**src/design/i2cm_pkg.sv**
```systemverilog
// ----------------------------------------------------------------------------
// i2cm_pkg
// Shared types and constants of the byte-level I2C master engine.
// ----------------------------------------------------------------------------
package i2cm_pkg;

	// command codes carried in the opcode field
	localparam logic [2:0] OP_START = 3'd0;
	localparam logic [2:0] OP_STOP  = 3'd1;
	localparam logic [2:0] OP_WRITE = 3'd2;
	localparam logic [2:0] OP_WACK  = 3'd3;
	localparam logic [2:0] OP_READ  = 3'd4;

	// ack poll limit after reset
	localparam logic [7:0] ACK_TIMEOUT_RST = 8'd250;

	// one bus tick
	typedef struct packed {
		logic       cmd_valid;
		logic [2:0] opcode;
		logic [7:0] write_data;
		logic       send_ack;
		logic       sda_in;
	} req_t;

	// line state and status after one tick
	typedef struct packed {
		logic       scl;
		logic       sda_level;
		logic       sda_drive;
		logic       busy_res;
		logic       done_res;
		logic [7:0] read_data;
		logic       ack_failed;
	} rsp_t;

endpackage

```
**src/design/i2c_master_byte_engine.sv**
```systemverilog
// ----------------------------------------------------------------------------
// i2c_master_byte_engine
// Tick-driven I2C master: start, stop, byte write, ack wait, byte read.
// ----------------------------------------------------------------------------
// Usage:
//   req channel (req_valid/req_stall/req): one transaction per bus tick,
//   carrying an optional command and the sampled SDA level. Commands with a
//   known opcode are taken only while no command is running; others are dropped.
//   rsp channel (rsp_valid/rsp_stall/rsp): one transaction per tick with the
//   SCL/SDA line registers, busy, done, last read byte and ack failure flag.
//   cfg channel (cfg_valid/cfg_ready/cfg_data): writes the ack poll limit;
//   always ready, write only while the engine is idle.
// Timing:
//   The tick lands in an input register, then the engine evaluates it and
//   loads the result register when the stage advances.
//   Throughput is one tick per cycle while rsp_stall is low; the result register
//   and input register let a new tick enter while a result waits to be taken.
// Reset:
//   Lines go to SCL high, SDA high and driven, engine idle, limit 250.
// Stall:
//   A stalled result holds; once both registers are full, req_stall rises.
// ----------------------------------------------------------------------------
module i2c_master_byte_engine (
	input  logic           clk,
	input  logic           arst_n,
	input  logic           req_valid,
	output logic           req_stall,
	input  i2cm_pkg::req_t req,
	output logic           rsp_valid,
	input  logic           rsp_stall,
	output i2cm_pkg::rsp_t rsp,
	input  logic           cfg_valid,
	output logic           cfg_ready,
	input  logic [7:0]     cfg_data
);
	import i2cm_pkg::*;

	req_t req_s1;
	logic valid_s1;
	logic rsp_valid_q;
	logic advance;

	assign advance   = valid_s1 && (!rsp_valid_q || !rsp_stall);
	assign req_stall = valid_s1 && !advance;
	assign cfg_ready = 1'b1;
	assign rsp_valid = rsp_valid_q;

	always_ff @(posedge clk or negedge arst_n) begin
		if (!arst_n) begin
			valid_s1    <= 1'b0;
			rsp_valid_q <= 1'b0;
		end else begin
			if (!req_stall) begin
				valid_s1 <= req_valid;
			end
			if (advance) begin
				rsp_valid_q <= 1'b1;
			end else if (!rsp_stall) begin
				rsp_valid_q <= 1'b0;
			end
		end
	end

	// payload register: load a valid tick whenever the stage is free
	always_ff @(posedge clk) begin
		if (!req_stall && req_valid) begin
			req_s1 <= req;
		end
	end

	i2cm_engine u_engine (
		.clk      (clk),
		.arst_n   (arst_n),
		.advance  (advance),
		.req      (req_s1),
		.cfg_we   (cfg_valid && cfg_ready),
		.cfg_data (cfg_data),
		.rsp      (rsp)
	);

endmodule

```
**src/design/i2cm_engine.sv**
```systemverilog
// ----------------------------------------------------------------------------
// i2cm_engine
// Bus sequencer: advances the command state by one tick per registered item
// and holds the line registers and status that form the result.
// ----------------------------------------------------------------------------
module i2cm_engine (
	input  logic          clk,
	input  logic          arst_n,
	input  logic          advance,
	input  i2cm_pkg::req_t req,
	input  logic          cfg_we,
	input  logic [7:0]    cfg_data,
	output i2cm_pkg::rsp_t rsp
);
	import i2cm_pkg::*;

	typedef enum logic [2:0] {
		PH_IDLE,
		PH_START,
		PH_STOP,
		PH_WRITE,
		PH_WACK,
		PH_READ,
		PH_RACK
	} phase_t;

	phase_t     phase_q,  phase_d;
	logic [4:0] tick_q,   tick_d;
	logic [2:0] bit_q,    bit_d;
	logic [7:0] shift_q,  shift_d;
	logic [7:0] poll_q,   poll_d;
	logic       scl_q,    scl_d;
	logic       sda_q,    sda_d;
	logic       drv_q,    drv_d;
	logic       ackc_q,   ackc_d;
	logic [7:0] last_q,   last_d;
	logic       fail_q,   fail_d;
	logic       busy_d,   done_d;
	logic       busy_q,   done_q;
	logic [7:0] ack_timeout_q;

	always_comb begin
		phase_d = phase_q;
		tick_d  = tick_q;
		bit_d   = bit_q;
		shift_d = shift_q;
		poll_d  = poll_q;
		scl_d   = scl_q;
		sda_d   = sda_q;
		drv_d   = drv_q;
		ackc_d  = ackc_q;
		last_d  = last_q;
		fail_d  = fail_q;
		done_d  = 1'b0;

		// take a new command only when idle
		if (phase_q == PH_IDLE && req.cmd_valid && req.opcode <= OP_READ) begin
			tick_d = 5'd0;
			bit_d  = 3'd0;
			poll_d = 8'd0;
			case (req.opcode)
				OP_START: phase_d = PH_START;
				OP_STOP:  phase_d = PH_STOP;
				OP_WRITE: begin
					phase_d = PH_WRITE;
					shift_d = req.write_data;
				end
				OP_WACK: begin
					phase_d = PH_WACK;
					fail_d  = 1'b0;
				end
				default: begin
					phase_d = PH_READ;
					shift_d = 8'd0;
					ackc_d  = req.send_ack;
				end
			endcase
		end

		busy_d = (phase_d != PH_IDLE);

		case (phase_d)
			PH_START: begin
				if (tick_d == 5'd0) begin
					drv_d = 1'b1;
					sda_d = 1'b1;
				end else if (tick_d == 5'd5) begin
					scl_d = 1'b1;
				end else if (tick_d == 5'd10) begin
					sda_d = 1'b0;
				end else if (tick_d == 5'd15) begin
					scl_d = 1'b0;
				end
				if (tick_d >= 5'd19) begin
					phase_d = PH_IDLE;
					tick_d  = 5'd0;
					bit_d   = 3'd0;
					done_d  = 1'b1;
				end else begin
					tick_d = tick_d + 5'd1;
				end
			end
			PH_STOP: begin
				if (tick_d == 5'd0) begin
					drv_d = 1'b1;
				end else if (tick_d == 5'd5) begin
					scl_d = 1'b0;
				end else if (tick_d == 5'd10) begin
					sda_d = 1'b0;
				end else if (tick_d == 5'd15) begin
					scl_d = 1'b1;
				end else if (tick_d == 5'd20) begin
					sda_d = 1'b1;
				end
				if (tick_d >= 5'd23) begin
					phase_d = PH_IDLE;
					tick_d  = 5'd0;
					bit_d   = 3'd0;
					done_d  = 1'b1;
				end else begin
					tick_d = tick_d + 5'd1;
				end
			end
			PH_WRITE: begin
				if (tick_d == 5'd0) begin
					drv_d   = 1'b1;
					scl_d   = 1'b0;
					sda_d   = shift_d[7];
					shift_d = {shift_d[6:0], 1'b0};
				end else if (tick_d == 5'd2) begin
					scl_d = 1'b1;
				end else if (tick_d == 5'd8) begin
					scl_d = 1'b0;
				end
				if (tick_d >= 5'd9) begin
					tick_d = 5'd0;
					if (bit_d == 3'd7) begin
						phase_d = PH_IDLE;
						bit_d   = 3'd0;
						done_d  = 1'b1;
					end else begin
						bit_d = bit_d + 3'd1;
					end
				end else begin
					tick_d = tick_d + 5'd1;
				end
			end
			PH_WACK: begin
				if (tick_d == 5'd0) begin
					drv_d  = 1'b0;
					sda_d  = 1'b1;
					tick_d = 5'd1;
				end else if (tick_d == 5'd1) begin
					scl_d  = 1'b1;
					tick_d = 5'd2;
				end else if (!req.sda_in) begin
					scl_d   = 1'b0;
					phase_d = PH_IDLE;
					tick_d  = 5'd0;
					bit_d   = 3'd0;
					done_d  = 1'b1;
				end else if (poll_d >= ack_timeout_q) begin
					// no ack: flag it and release the bus with a stop
					fail_d  = 1'b1;
					phase_d = PH_STOP;
					tick_d  = 5'd0;
				end else begin
					poll_d = poll_d + 8'd1;
				end
			end
			PH_READ: begin
				if (tick_d == 5'd0) begin
					drv_d = 1'b0;
					scl_d = 1'b0;
				end
				if (tick_d >= 5'd2) begin
					scl_d   = 1'b1;
					shift_d = {shift_d[6:0], req.sda_in};
					tick_d  = 5'd0;
					if (bit_d == 3'd7) begin
						phase_d = PH_RACK;
						bit_d   = 3'd0;
					end else begin
						bit_d = bit_d + 3'd1;
					end
				end else begin
					tick_d = tick_d + 5'd1;
				end
			end
			PH_RACK: begin
				if (tick_d == 5'd0) begin
					scl_d = 1'b0;
					drv_d = 1'b1;
					sda_d = !ackc_d;
				end else if (tick_d == 5'd2) begin
					scl_d = 1'b1;
				end
				if (tick_d >= 5'd4) begin
					scl_d   = 1'b0;
					last_d  = shift_d;
					phase_d = PH_IDLE;
					tick_d  = 5'd0;
					bit_d   = 3'd0;
					done_d  = 1'b1;
				end else begin
					tick_d = tick_d + 5'd1;
				end
			end
			default: begin
				phase_d = PH_IDLE;
			end
		endcase
	end

	always_ff @(posedge clk or negedge arst_n) begin
		if (!arst_n) begin
			phase_q       <= PH_IDLE;
			tick_q        <= 5'd0;
			bit_q         <= 3'd0;
			shift_q       <= 8'd0;
			poll_q        <= 8'd0;
			scl_q         <= 1'b1;
			sda_q         <= 1'b1;
			drv_q         <= 1'b1;
			ackc_q        <= 1'b0;
			last_q        <= 8'd0;
			fail_q        <= 1'b0;
			busy_q        <= 1'b0;
			done_q        <= 1'b0;
			ack_timeout_q <= ACK_TIMEOUT_RST;
		end else begin
			if (cfg_we) begin
				ack_timeout_q <= cfg_data;
			end
			if (advance) begin
				phase_q <= phase_d;
				tick_q  <= tick_d;
				bit_q   <= bit_d;
				shift_q <= shift_d;
				poll_q  <= poll_d;
				scl_q   <= scl_d;
				sda_q   <= sda_d;
				drv_q   <= drv_d;
				ackc_q  <= ackc_d;
				last_q  <= last_d;
				fail_q  <= fail_d;
				busy_q  <= busy_d;
				done_q  <= done_d;
			end
		end
	end

	assign rsp.scl        = scl_q;
	assign rsp.sda_level  = sda_q;
	assign rsp.sda_drive  = drv_q;
	assign rsp.busy_res   = busy_q;
	assign rsp.done_res   = done_q;
	assign rsp.read_data  = last_q;
	assign rsp.ack_failed = fail_q;

endmodule

```
**config.mk**
```make
export PLATFORM = sky130hd
export DESIGN_NAME = i2c_master_byte_engine
export DESIGN_NICKNAME = d
export VERILOG_FILES = /design/src/design/i2cm_pkg.sv /design/src/design/i2c_master_byte_engine.sv /design/src/design/i2cm_engine.sv
export SDC_FILE = /design/constraint.sdc
export NUM_CORES = 1
export LEC_CHECK = 0
export BUFFER_PORTS_ARGS = -buffer_cell sky130_fd_sc_hd__buf_2
export CAP_MARGIN = 20
export CORE_MARGIN = 2
export CORE_UTILIZATION = 39
export DETAILED_ROUTE_END_ITERATION = 10
export REMOVE_ABC_BUFFERS = 1
export SETUP_SLACK_MARGIN = 0.3
export SLEW_MARGIN = 20
export SYNTH_ARGS = -nofsm -noshare
export SYNTH_HDL_FRONTEND = slang
export SYNTH_SLANG_ARGS = --single-unit
```
**constraint.sdc**
```tcl
create_clock -name clk -period 3.25 [get_ports clk]
set_input_delay 0.1625 -clock clk [delete_from_list [all_inputs] [get_ports clk]]
set_output_delay 0.1625 -clock clk [all_outputs]
set_load 0.01 [all_outputs]
```
==> results of run 1 <==
-- worst max-delay path, stage by stage, from the launching register on --
cell and delay, ps:
dfrtp_1 420, nor4b_4 400, nand2b_4 160, buf_4 170, and2_4 150, ha_4 230, a21o_1 210, a221oi_4 290
o2111a_1 300, nand3_4 150, o311ai_4 290, o41ai_1 110
-- stage by stage --
stage	setup WS (ps)	hold slack [ps]	power [W]	instances
floorplan	82.6	-133	0.00230	417
global placement	89.0	338	0.00288	625
detailed placement	-152	332	0.00290	625
CTS	264	13.3	0.00374	657
global route	116	26.4	0.00415	668
finish	218	22.6	0.00388	668
-- final timing paths --
path                                                         endpoint  slack [ps]  cells past startpoint
worst max-delay path                   u_engine.poll_q[5]$_DFFE_PN0P_         220                     11
worst min-delay path                             valid_s1$_DFFE_PN0N_          20                      2
worst max register to register         u_engine.poll_q[5]$_DFFE_PN0P_         220                     11
worst min register to register             u_engine.sda_q$_DFFE_PN1P_         470                      2
max in group asynchronous       u_engine.ack_timeout_q[6]$_DFFE_PN1P_        1960                      3
min in group asynchronous              u_engine.last_q[5]$_DFFE_PN0P_         460                      2
-- timing repair --
item,4_1_cts,5_1_grt
hold endpoints to repair,44,0
resized for setup,9,37
buffers inserted,0,11
pin swaps,5,13
cloned,1,0
hold buffers,15,0
setup endpoints to repair,21,26
-- cells in the final DEF (no fill, tap or decap), types with 4 or more instances in the layout --
cell type       n
a21o_1          5
a21oi_1        33
a22o_1          7
a31oi_1         8
and2_1          8
buf_2          42
buf_4          41
clkbuf_8        9
dfrtp_1        43
dfstp_2         9
dlygate4sd3_1  15
edfxtp_1       14
ha_1            9
ha_4            5
inv_1          14
mux2_2         11
mux2i_1         7
nand2_1        52
nand2b_1        8
nand3_1         9
nand4_1         5
nor2_1         21
nor2b_1        10
nor3_1          7
o21a_1          4
o21ai_0        32
o21ai_1         5
xnor2_1         5
-- state kept, by name, summed over array words and instances, names as in the netlist --
register and flops:
u_engine.scl_q 1, u_engine.bit_q 3, u_engine.phase_q 3, u_engine.done_q 1, u_engine.drv_q 1, u_engine.ackc_q 1
u_engine.busy_q 1, rsp_valid 1, u_engine.sda_q 1, u_engine.tick_q 5, valid_s1 1, u_engine.poll_q 8
u_engine.ack_timeout_q 8, u_engine.last_q 8, u_engine.shift_q 8, u_engine.fail_q 1, req_s1 14
-- power by group --
part           internal, W  switching (W)
logic             0.000806        0.00108
clock network     0.000437       0.000357
registers          0.00103       0.000169
-- logic make-up (layout without fill, tap and decap cells) --
logic type,Yosys count,count (layout)
and+or+nand+nor,156,157
AOI/OAI and AO/OA,133,133
DFF,66,66
buffers and inverters,50,131
muxes,19,19
adders and majority gates,17,17
xor gates and xnor gates,8,8
other,1,1
-- layout make-up --
| type | instances | area [µm²] | share of cell area |
|---|---|---|---|
| flip-flops and latches | 66 | 1730 | 0.328 |
| clock buffers | 9 | 124 | 0.0234 |
| inverters | 17 | 68.8 | 0.0130 |
| multi-input cells | 335 | 2420 | 0.458 |
| clock inverters | 7 | 101 | 0.0192 |
| repair buffers | 98 | 668 | 0.126 |
| well taps | 136 | 170 | 0.0322 |
-- per-layer routing --
metal	GRT usage	share of wire
met5	0	0
met4	0.0870	0.026
met3	0.0339	0.054
met2	0.330	0.47
met1	0.280	0.45
==> summary.md, run 1 <==
• 0.0500 — multiplexer fraction of the synthesized cell area
• 0.929 — final estimated routing congestion in global placement
• 877 ps — slew at the pin closest to its max-slew limit
• 991 — fill count
• 0.0115 mm² — full die area
• 80 ps — Reg clk slew, reported paths
• 9 — number of buffers created by CTS
• done — clock tree from TritonCTS
• 26.5% — area growth from synthesis to layout
• dfrtp_1 26%, edfxtp_1 10%, dfstp_2 5.7% — Synth area leaders
• 223 — count of routing violations after the opening detailed-route iteration
• 2.31 nW — Leakage Power
• 3748 — overall via count from detail_route
• nand2_1 — count leader, synth
• 12.1 ps — Post-Route Skew
• 0.788 — share of flip-flops with an asynchronous set or reset after synthesis
• 0.198 — simple-gate portion of the synthesized area
• 107 µm — Die Wd
• 3030 ps — min Tclk post-route
• 0.00460 mm² — area of placed instances
• 0 — total of max-cap violations
• 0 — count of pins over their slew limit
• completed — result of the run
• 0.509 — final standard cell utilization of the core
• 3667 — number of global-route vias before repair
• 0.207 — global routing usage summed across all routing layers
• 0 — Yosys warnings
• yes — RSZ-0062 raised after global routing
• 330 MHz — Max Freq
• 0.0497 — Post-Synth Adder-Cell Area
• 0.00528 mm² — Design Area, Final
• req_valid — start point of the worst hold path
• dfrtp_1 — Most used DFF post-synth
• 0.0168 — post-synthesis xor/xnor area fraction
• 66 — clock sinks
• 0 — Diodes inserted
• clkbuf_8 — Clk Tree Root Cell
• 0 — GRT Residual Overflow
• 0.413 — slew margin rel.
• 9.28 µm² — mean cell area of the mapped netlist
• 37 — Rows
• 0.00418 mm² — Synth Cell Area
• 734 mW/mm² — P per Cell Area
• 42 — Buffers on Ports
• 57 x nand2_1, 43 x dfrtp_1, 36 x a21oi_1, 34 x o21ai_0, 23 x nor2_1 — leading post-synthesis cells by instance count
• 44 — total I/O pin count
• dfrtp_1 — most area-hungry cell type in the Yosys netlist
• flop — CP Capture Type
• 37 — maximum number of pins on one net before global-route repair
• 4 — drt pass-1 iters
• 0 — count of unresolved DRC violations after routing
• 0.403 — initial core utilization
• 0.933 — share of the cycle needed by the critical path after routing
• 17.4 µm — wire length per cell
• 107 µm — vertical die dimension
• 72 — number of distinct standard cells referenced by the synthesized netlist
• 5.61 — via/cell ratio
• 66 — Seq cells post-synth
• in2reg — Hold Path Class
• 569 — number of nets in the finished design
• 3470 ps — required time at the worst-slack endpoint
• compound AO/OA/AOI/OAI gates — dominant combinational cell family by area after synthesis
• 0.211 — post-synthesis compound-gate area fraction
• 0.0104 mm² — total core area
• 0 — ANT nets after route
• 11600 µm — final routed wirelength across all metal layers
• 0 — initial antenna violation count
• 14 — Post-synth EDFFs
• 6 — Worst Path Max Fanout
• reg2reg — critical path type
• u_engine.phase_q[1]$_DFFE_PN0P_ — reg-to-reg critical path startpoint
• 3250 ps — data arrival time of the worst path
• u_engine.phase_q[1]$_DFFE_PN0P_ — start point of the critical path
• 18500 µm — wire length of the first global-routing pass
• 3 — H-tree depth
• 450 — Cells after Synth
• 0.379 mV — VDD IR-drop max
• 0.310 — ratio of cells with drive above 1 in the final layout
• 0.415 — part of the Yosys area used for sequential elements
• 0 — number of hold-slack violations in the final timing report
• 2 — buffer levels on the longest clock path
• 0 — # setup viols final
• 360 ps — clock latency of the later-clocked register in the worst-skew pair
• 0 ps — setup_tns
• 8070 µm — post-detailed-placement half-perimeter wirelength
• 0.258 — share of the synthesized area in the top cell type
• flop — sort of element at the start of the critical path
(Power assumes the default switching activity.)
==> run 2: changes to the inputs <==
--- a/config.mk
+++ b/config.mk
@@ -7,6 +7,7 @@
 export LEC_CHECK = 0
 export BUFFER_PORTS_ARGS = -buffer_cell sky130_fd_sc_hd__buf_2
 export CAP_MARGIN = 20
+export CORE_ASPECT_RATIO = 0.6
 export CORE_MARGIN = 2
 export CORE_UTILIZATION = 39
 export DETAILED_ROUTE_END_ITERATION = 10
==> summary.md, run 2 (synthesized netlist as in run 1, its figures left out) <==
• completed — result of the run
• 3500 ps — required time at the worst-slack endpoint, +30 ps
• 0 — Diodes inserted, unchanged
• 18.3 µm — wire length per cell, +5.2%
• 565 — number of nets in the finished design, -0.70%
• 3280 ps — data arrival time of the worst path, +30 ps
• 0.422 mV — VDD IR-drop max, +12%
• flop — sort of element at the start of the critical path
• 60 ps — Reg clk slew, reported paths, -20 ps
• 12200 µm — final routed wirelength across all metal layers, +5.0%
• 0 — # setup viols final, unchanged
• 29 — Rows, -22%
• yes — RSZ-0062 raised after global routing
• 0.932 — share of the cycle needed by the critical path after routing, about the same
• 0 — initial antenna violation count, unchanged
• 0.00171 W — sw power, +6.1%
• 0.294 — sequential group share of total power, -0.015
• 0 — total of max-cap violations, unchanged
• 27.4% — area growth from synthesis to layout
• 0.407 — slew margin rel., -0.00542
• 42 — Buffers on Ports, unchanged
• 44 — total I/O pin count, unchanged
• req_s1 — most flop-heavy register
• 14 — Largest register FFs, unchanged
• nand2_1 — leading cell type in the layout, fill and taps excluded
• 3 — H-tree depth, unchanged
• 8520 µm — post-detailed-placement half-perimeter wirelength, +5.6%
• 0 — count of unresolved DRC violations after routing, unchanged
• 7.72 ps — Post-Route Skew, -4.34 ps
• 40 — maximum number of pins on one net before global-route repair, +8.1%
• 0 — ANT nets after route, unchanged
• 2.32 nW — Leakage Power, +0.63%
• 5 — drt pass-1 iters, +1
• 54 x nand2_1, 43 x dfrtp_1, 42 x buf_2 — commonest cells after routing, fill and taps aside
• 0.216 — share of power burned in the clock network, +0.011
• 3 — Worst Path Max Fanout, -3
• 0.0105 mm² — total core area, +1.1%
• 974 — fill count, -1.7%
• 0.00237 W — cell internal pwr, +4.4%
• 0 — number of hold-slack violations in the final timing report, unchanged
• 3351 — number of global-route vias before repair, -8.6%
• 0.398 — initial core utilization, -0.00447
• reg2reg — critical path type
• 0 ps — setup_tns, unchanged
• 11.7 ps — hold_ws, -11.0 ps
• 66 — clock sinks, unchanged
• 0.986 — final estimated routing congestion in global placement, +6.1%
• 3812 — overall via count from detail_route, +1.7%
• 5.72 — via/cell ratio, +1.9%
• 3030 ps — min Tclk post-route, -2.09 ps
• 330 MHz — Max Freq, about the same
• 413 — count of routing violations after the opening detailed-route iteration, +85%
• 889 ps — slew at the pin closest to its max-slew limit, +11.4 ps
• 84.1 µm — vertical die dimension, -22%
• 340 ps — clock latency of the later-clocked register in the worst-skew pair, -20 ps
• 2 — buffer levels on the longest clock path, unchanged
• 18400 µm — wire length of the first global-routing pass, -0.37%
• flop — CP Capture Type
• 0 — GRT Residual Overflow, unchanged
• 0.0116 mm² — full die area, +0.23%
• 9 — number of buffers created by CTS, unchanged
• clkbuf_16 — Clk Tree Root Cell
• 0.489 — combinational share of power, +0.002
• 766 mW/mm² — P per Cell Area, +4.4%
• 0 — count of pins over their slew limit, unchanged
• 138 µm — Die Wd, +28%
• 0.314 — ratio of cells with drive above 1 in the final layout, +0.00424
• 0.419 — switching portion of total power, +0.00380
• 0.211 — global routing usage summed across all routing layers, +0.00381
• in2reg — Hold Path Class
• done — clock tree from TritonCTS
run 2: power by group through the flow:
stage,Combinational [W],Clock [W],Sequential (W)
floorplan,0.00110,0,0.00120
global placement,0.00165,0,0.00119
detailed placement,0.00168,0,0.00120
CTS,0.00177,0.000897,0.00119
global route,0.00215,0.000939,0.00122
finish,0.00199,0.000883,0.00120
run 2: stage by stage:
step                      utilization  setup slack [ps]  power [W]  std cells  instance area (µm²)
after global placement          0.438               171    0.00285        626                 4590
after floorplan                     -              82.6    0.00230        417                 4000
after CTS                       0.479               237    0.00385        656                 5020
final                           0.507               221    0.00408        667                 5320
after global routing            0.507              62.5    0.00432        667                 5320
after detailed placement        0.438              42.7    0.00287        626                 4590
run 2: worst paths after layout:
kind	slack [ps]	endpoint	start	cells past startpoint
setup / recovery	220	u_engine.sda_q$_DFFE_PN1P_	u_engine.phase_q[1]$_DFFE_PN0P_	12
setup reg to reg	220	u_engine.sda_q$_DFFE_PN1P_	u_engine.phase_q[1]$_DFFE_PN0P_	12
max in group asynchronous	1950	u_engine.scl_q$_DFFE_PN1P_	arst_n	3
hold / removal	10	req_s1[6]$_DFFE_PP_	req[6]	1
hold reg to reg	470	u_engine.busy_q$_DFFE_PN0P_	u_engine.busy_q$_DFFE_PN0P_	2
min in group asynchronous	490	u_engine.last_q[0]$_DFFE_PN0P_	arst_n	2
run 2: cell type report:
class | count | area (µm²) | share of cell area
Timing Repair Buffer | 94 | 638 | 0.120
Multi-Input combinational cell | 335 | 2450 | 0.460
Clock inverter | 4 | 28.8 | 0.00541
Inverter | 17 | 63.8 | 0.0120
Tap cell | 139 | 174 | 0.0327
Sequential cell | 66 | 1730 | 0.326
Clock buffer | 12 | 236 | 0.0444
run 2: repair_timing:
action | in CTS | in global routing
hold buffers | 11 | 1
endpoints found under the hold margin | 42 | 1
resized for setup | 10 | 47
buffers inserted | 2 | 10
pin swaps | 2 | 23
setup endpoints to repair | 21 | 23
cloned | 1 | 0
run 2: critical path: stages, from the launching register on:
cell	delay (ps)
dfrtp_1	400
nor4b_4	410
nand2b_1	200
nand2_1	130
inv_2	60
ha_4	150
and4_1	190
ha_2	170
or4bb_1	490
o21bai_1	150
o211ai_1	140
o21bai_4	190
o32ai_2	250
run 2: per-layer routing:
metal  vias to the layer above  GRT usage  routed length, µm
met5                         -          0                  0
met4                         0     0.0506                114
met3                         9     0.0761               1050
met2                       160      0.262               4960
met1                      1863      0.338               6050
li1                       1780          -                  -
==> run 3: changes to the inputs <==
--- a/config.mk
+++ b/config.mk
@@ -5,6 +5,7 @@
 export SDC_FILE = /design/constraint.sdc
 export NUM_CORES = 1
 export LEC_CHECK = 0
+export ABC_AREA = 1
 export BUFFER_PORTS_ARGS = -buffer_cell sky130_fd_sc_hd__buf_2
 export CAP_MARGIN = 20
 export CORE_ASPECT_RATIO = 0.6
@@ -12,7 +13,7 @@
 export CORE_UTILIZATION = 39
 export DETAILED_ROUTE_END_ITERATION = 10
 export REMOVE_ABC_BUFFERS = 1
-export SETUP_SLACK_MARGIN = 0.3
+export SETUP_SLACK_MARGIN = 0.4
 export SLEW_MARGIN = 20
 export SYNTH_ARGS = -nofsm -noshare
 export SYNTH_HDL_FRONTEND = slang
==> summary.md, run 3 <==
• 0 — initial antenna violation count, unchanged
• 0.224 — ratio of cells with drive above 1 in the final layout, -0.0906
• 676 — number of nets in the finished design, +20%
• 340 ps — clock latency of the later-clocked register in the worst-skew pair, about the same
• 0.485 — final standard cell utilization of the core, -0.0221
• 0 — total of max-cap violations, unchanged
• 148 x nand2_1, 74 x inv_1, 53 x nor2_1, 43 x dfrtp_1, 40 x nand3_1 — leading post-synthesis cells by instance count
• 0.405 — part of the Yosys area used for sequential elements, -0.0103
• simple AND/OR/NAND/NOR gates — delay-heaviest family, CP
• 14 — Post-synth EDFFs, unchanged
• 0.387 mV — VDD IR-drop max, -8.3%
• 0.319 — met1 layer usage reported by global route, -0.0185
• done — clock tree from TritonCTS
• 0.0106 mm² — total core area, +1.4%
• 0 — Yosys warnings, unchanged
• 20.5% — area growth from synthesis to layout
• 44 — total I/O pin count, unchanged
• in2reg — Hold Path Class
• u_engine.phase_q[2]$_DFFE_PN0P_ — reg-to-reg critical path startpoint
• 370 ps — delay of the slowest cell on the worst path, -120 ps
• nand2_1 — count leader, synth
• 0.00217 mm² — area of combinational cells with multiple inputs, -11%
• req_s1 — most flop-heavy register
• 0 — GRT Residual Overflow, unchanged
• 11600 µm — final routed wirelength across all metal layers, -4.6%
• u_engine.phase_q[2]$_DFFE_PN0P_ — start point of the critical path
• 7.54 µm² — mean cell area of the mapped netlist, -19%
• dfrtp_1 25%, nand2_1 13%, edfxtp_1 9.8% — Synth area leaders
• 0 — number of hold-slack violations in the final timing report, unchanged
• 568 — Cells after Synth, +26%
• 0.0119 mm² — full die area, +2.5%
• 66 — clock sinks, unchanged
• 359 — count of routing violations after the opening detailed-route iteration, -13%
• 5.10 — via/cell ratio, -11%
• req[9] — start point of the worst hold path
• dfrtp_1 — cell at the slowest stage of the critical path
• 0.809 — share of the cycle needed by the critical path after routing, -0.123
• 1 — number of instances on the worst hold path, unchanged
• met1 — most congested layer reported by global routing
• 3971 — overall via count from detail_route, +4.2%
• 0 — count of unresolved DRC violations after routing, unchanged
• 42 — Buffers on Ports, unchanged
• 2900 ps — data arrival time of the worst path, -380 ps
• 2.57 nW — Leakage Power, +11%
• 0 — ANT nets after route, unchanged
• no — RSZ-0062 raised after global routing
• 30 — maximum number of pins on one net before global-route repair, -25%
• 4 — sum of buffers and inverters on the critical path, +3
• 0.00173 mm² — register area, unchanged
• nand2_1 — most repeated library cell on the critical path
• dfrtp_1 — most area-hungry cell type in the Yosys netlist
• 18600 µm — wire length of the first global-routing pass, +0.75%
• 29 — Rows, unchanged
• 0.403 — initial core utilization, +0.00457
• dfrtp_1 — Most used DFF post-synth
• 3531 — number of global-route vias before repair, +5.4%
• 146 x nand2_1, 71 x inv_1, 51 x nor2_1 — commonest cells after routing, fill and taps aside
• 380 MHz — Max Freq, +15%
• 14 — Largest register FFs, unchanged
• 1024 — fill count, +5.1%
• 139 µm — Die Wd, +1.2%
• 9 — number of buffers created by CTS, unchanged
• 8480 µm — post-detailed-placement half-perimeter wirelength, -0.52%
• 60 ps — Reg clk slew, reported paths, about the same
• 66 — Seq cells post-synth, unchanged
• 2630 ps — min Tclk post-route, -400 ps
• 19 — Reg2Reg Depth, +7
• req_s1[9]$_DFFE_PP_ — Worst Hold Path EP
• 6.82 ps — Post-Route Skew, -0.900 ps
• clkbuf_16 — Clk Tree Root Cell
• 0.535 — slew margin rel., +0.127
• completed — result of the run
• 620 ps — reg-to-reg slack, setup, +400 ps
• flop — CP Capture Type
• 0.918 — final estimated routing congestion in global placement, -6.9%
• u_engine.bit_q[2]$_DFFE_PN0P_ — reg-to-reg endpoint
• 0.00428 mm² — Synth Cell Area, +2.5%
• 45 — number of distinct standard cells referenced by the synthesized netlist, -38%
• 5 — drt pass-1 iters, unchanged
• 373 ps — worst slack after detailed placement, +330 ps
• 0 ps — setup_tns, unchanged
• 6 — Worst Path Max Fanout, +3
• 2 — buffer levels on the longest clock path, unchanged
• 698 ps — slew at the pin closest to its max-slew limit, -191 ps
• nand2_1 — leading cell type in the layout, fill and taps excluded
• 828 mW/mm² — P per Cell Area, +8.0%
• reg2reg — critical path type
• 3520 ps — required time at the worst-slack endpoint, +20 ps
• flop — sort of element at the start of the critical path
• 0.202 — global routing usage summed across all routing layers, -0.00900
• 0.251 — share of the synthesized area in the top cell type, -0.00640
• inv_2, nand2_1, nor2_4, nand2_8, buf_4, nand2_1, inv_1, ha_1, nand4_1, nand2_1, inv_1, nand2_1, nor2_1, nor2_2, nand2_1, nand2_1, o21ai_0, nand2_1, nand2_1 — ordered cell list for the critical path
• 0.788 — share of flip-flops with an asynchronous set or reset after synthesis, unchanged
• 0.0451 — met3 routing resource usage after global routing, -0.0309
• 0 — count of pins over their slew limit, unchanged
• 0 — Diodes inserted, unchanged
• 85.2 µm — vertical die dimension, +1.2%
• 621 ps — min setup slack post-route, +400 ps
• 0.273 — met2 usage, +0.0108
• 0 — # setup viols final, unchanged
• 14.9 µm — wire length per cell, -18%
• 3 — H-tree depth, unchanged
## run 3: changes by cell type in the layout (fill, tap and decap cells not counted), sizes merged, moves of 5 or more
cell / delta
a21o: -5
nand2b: -9
nand3: +31
mux2: -6
and2: -13
nand2: +109
nor2b: -10
inv: +64
buf: -22
a22o: -7
nor2: +42
a21oi: -16
mux2i: -7
nor4: -6
## run 3: layer usage
metal  share of wire  up-vias
met1            0.51     1850
met4           0.012        0
met3           0.072       12
met5               0        -
li1                -     1953
met2            0.41      156
## run 3: cell type report
type | count | share of cell area
clock buffers | 10 | 0.0463
well taps | 139 | 0.0337
clock inverters | 6 | 0.00776
inverters | 83 | 0.0640
multi-input cells | 401 | 0.420
repair buffers | 73 | 0.0922
flip-flops and latches | 66 | 0.336
## run 3: logic make-up after synthesis
family | after synthesis | synth area share
AO/OA/AOI/OAI | 82 | 0.108
XOR/XNOR | 7 | 0.0143
adder cells (fa/ha/maj) | 15 | 0.0438
buffers and inverters | 102 | 0.103
flip-flops | 66 | 0.405
multiplexers | 6 | 0.0158
other | 1 | 0.000876
AND/OR/NAND/NOR | 289 | 0.310
## run 3: worst max path at each step
stage                                           to  slack [ps]  cells past startpoint
global route        u_engine.poll_q[1]$_DFFE_PN0P_         370                     22
detailed placement  u_engine.poll_q[7]$_DFFE_PN0P_         370                     20
floorplan           u_engine.poll_q[7]$_DFFE_PN0P_         820                     13
global placement    u_engine.poll_q[7]$_DFFE_PN0P_         460                     22
CTS                 u_engine.poll_q[7]$_DFFE_PN0P_         420                     20
finish               u_engine.bit_q[2]$_DFFE_PN0P_         620                     19
## run 3: metrics by stage
step,cell area (µm²),hold slack [ps],cells,power (W)
floorplan,4150,-133,549,0.00261
global placement,4580,252,736,0.00315
detailed placement,4580,256,736,0.00318
CTS,4980,1.36,764,0.00414
global route,5160,1.42,778,0.00460
finish,5160,11.5,778,0.00427
## run 3: timing repair
action | in CTS | in global routing
hold endpoints to repair | 36 | 1
setup endpoints to repair | 6 | 19
gates resized for setup | 1 | 18
setup buffers | 0 | 12
hold buffers | 12 | 1
pin swaps | 0 | 4
gates cloned | 0 | 1
## run 3: report_power, final
group / internal [W] / total, W / switching, W
combinational: 0.000690 / 0.00213 / 0.00144
sequential: 0.00108 / 0.00122 / 0.000145
clock: 0.000535 / 0.000923 / 0.000387
total: 0.00230 / 0.00427 / 0.00197
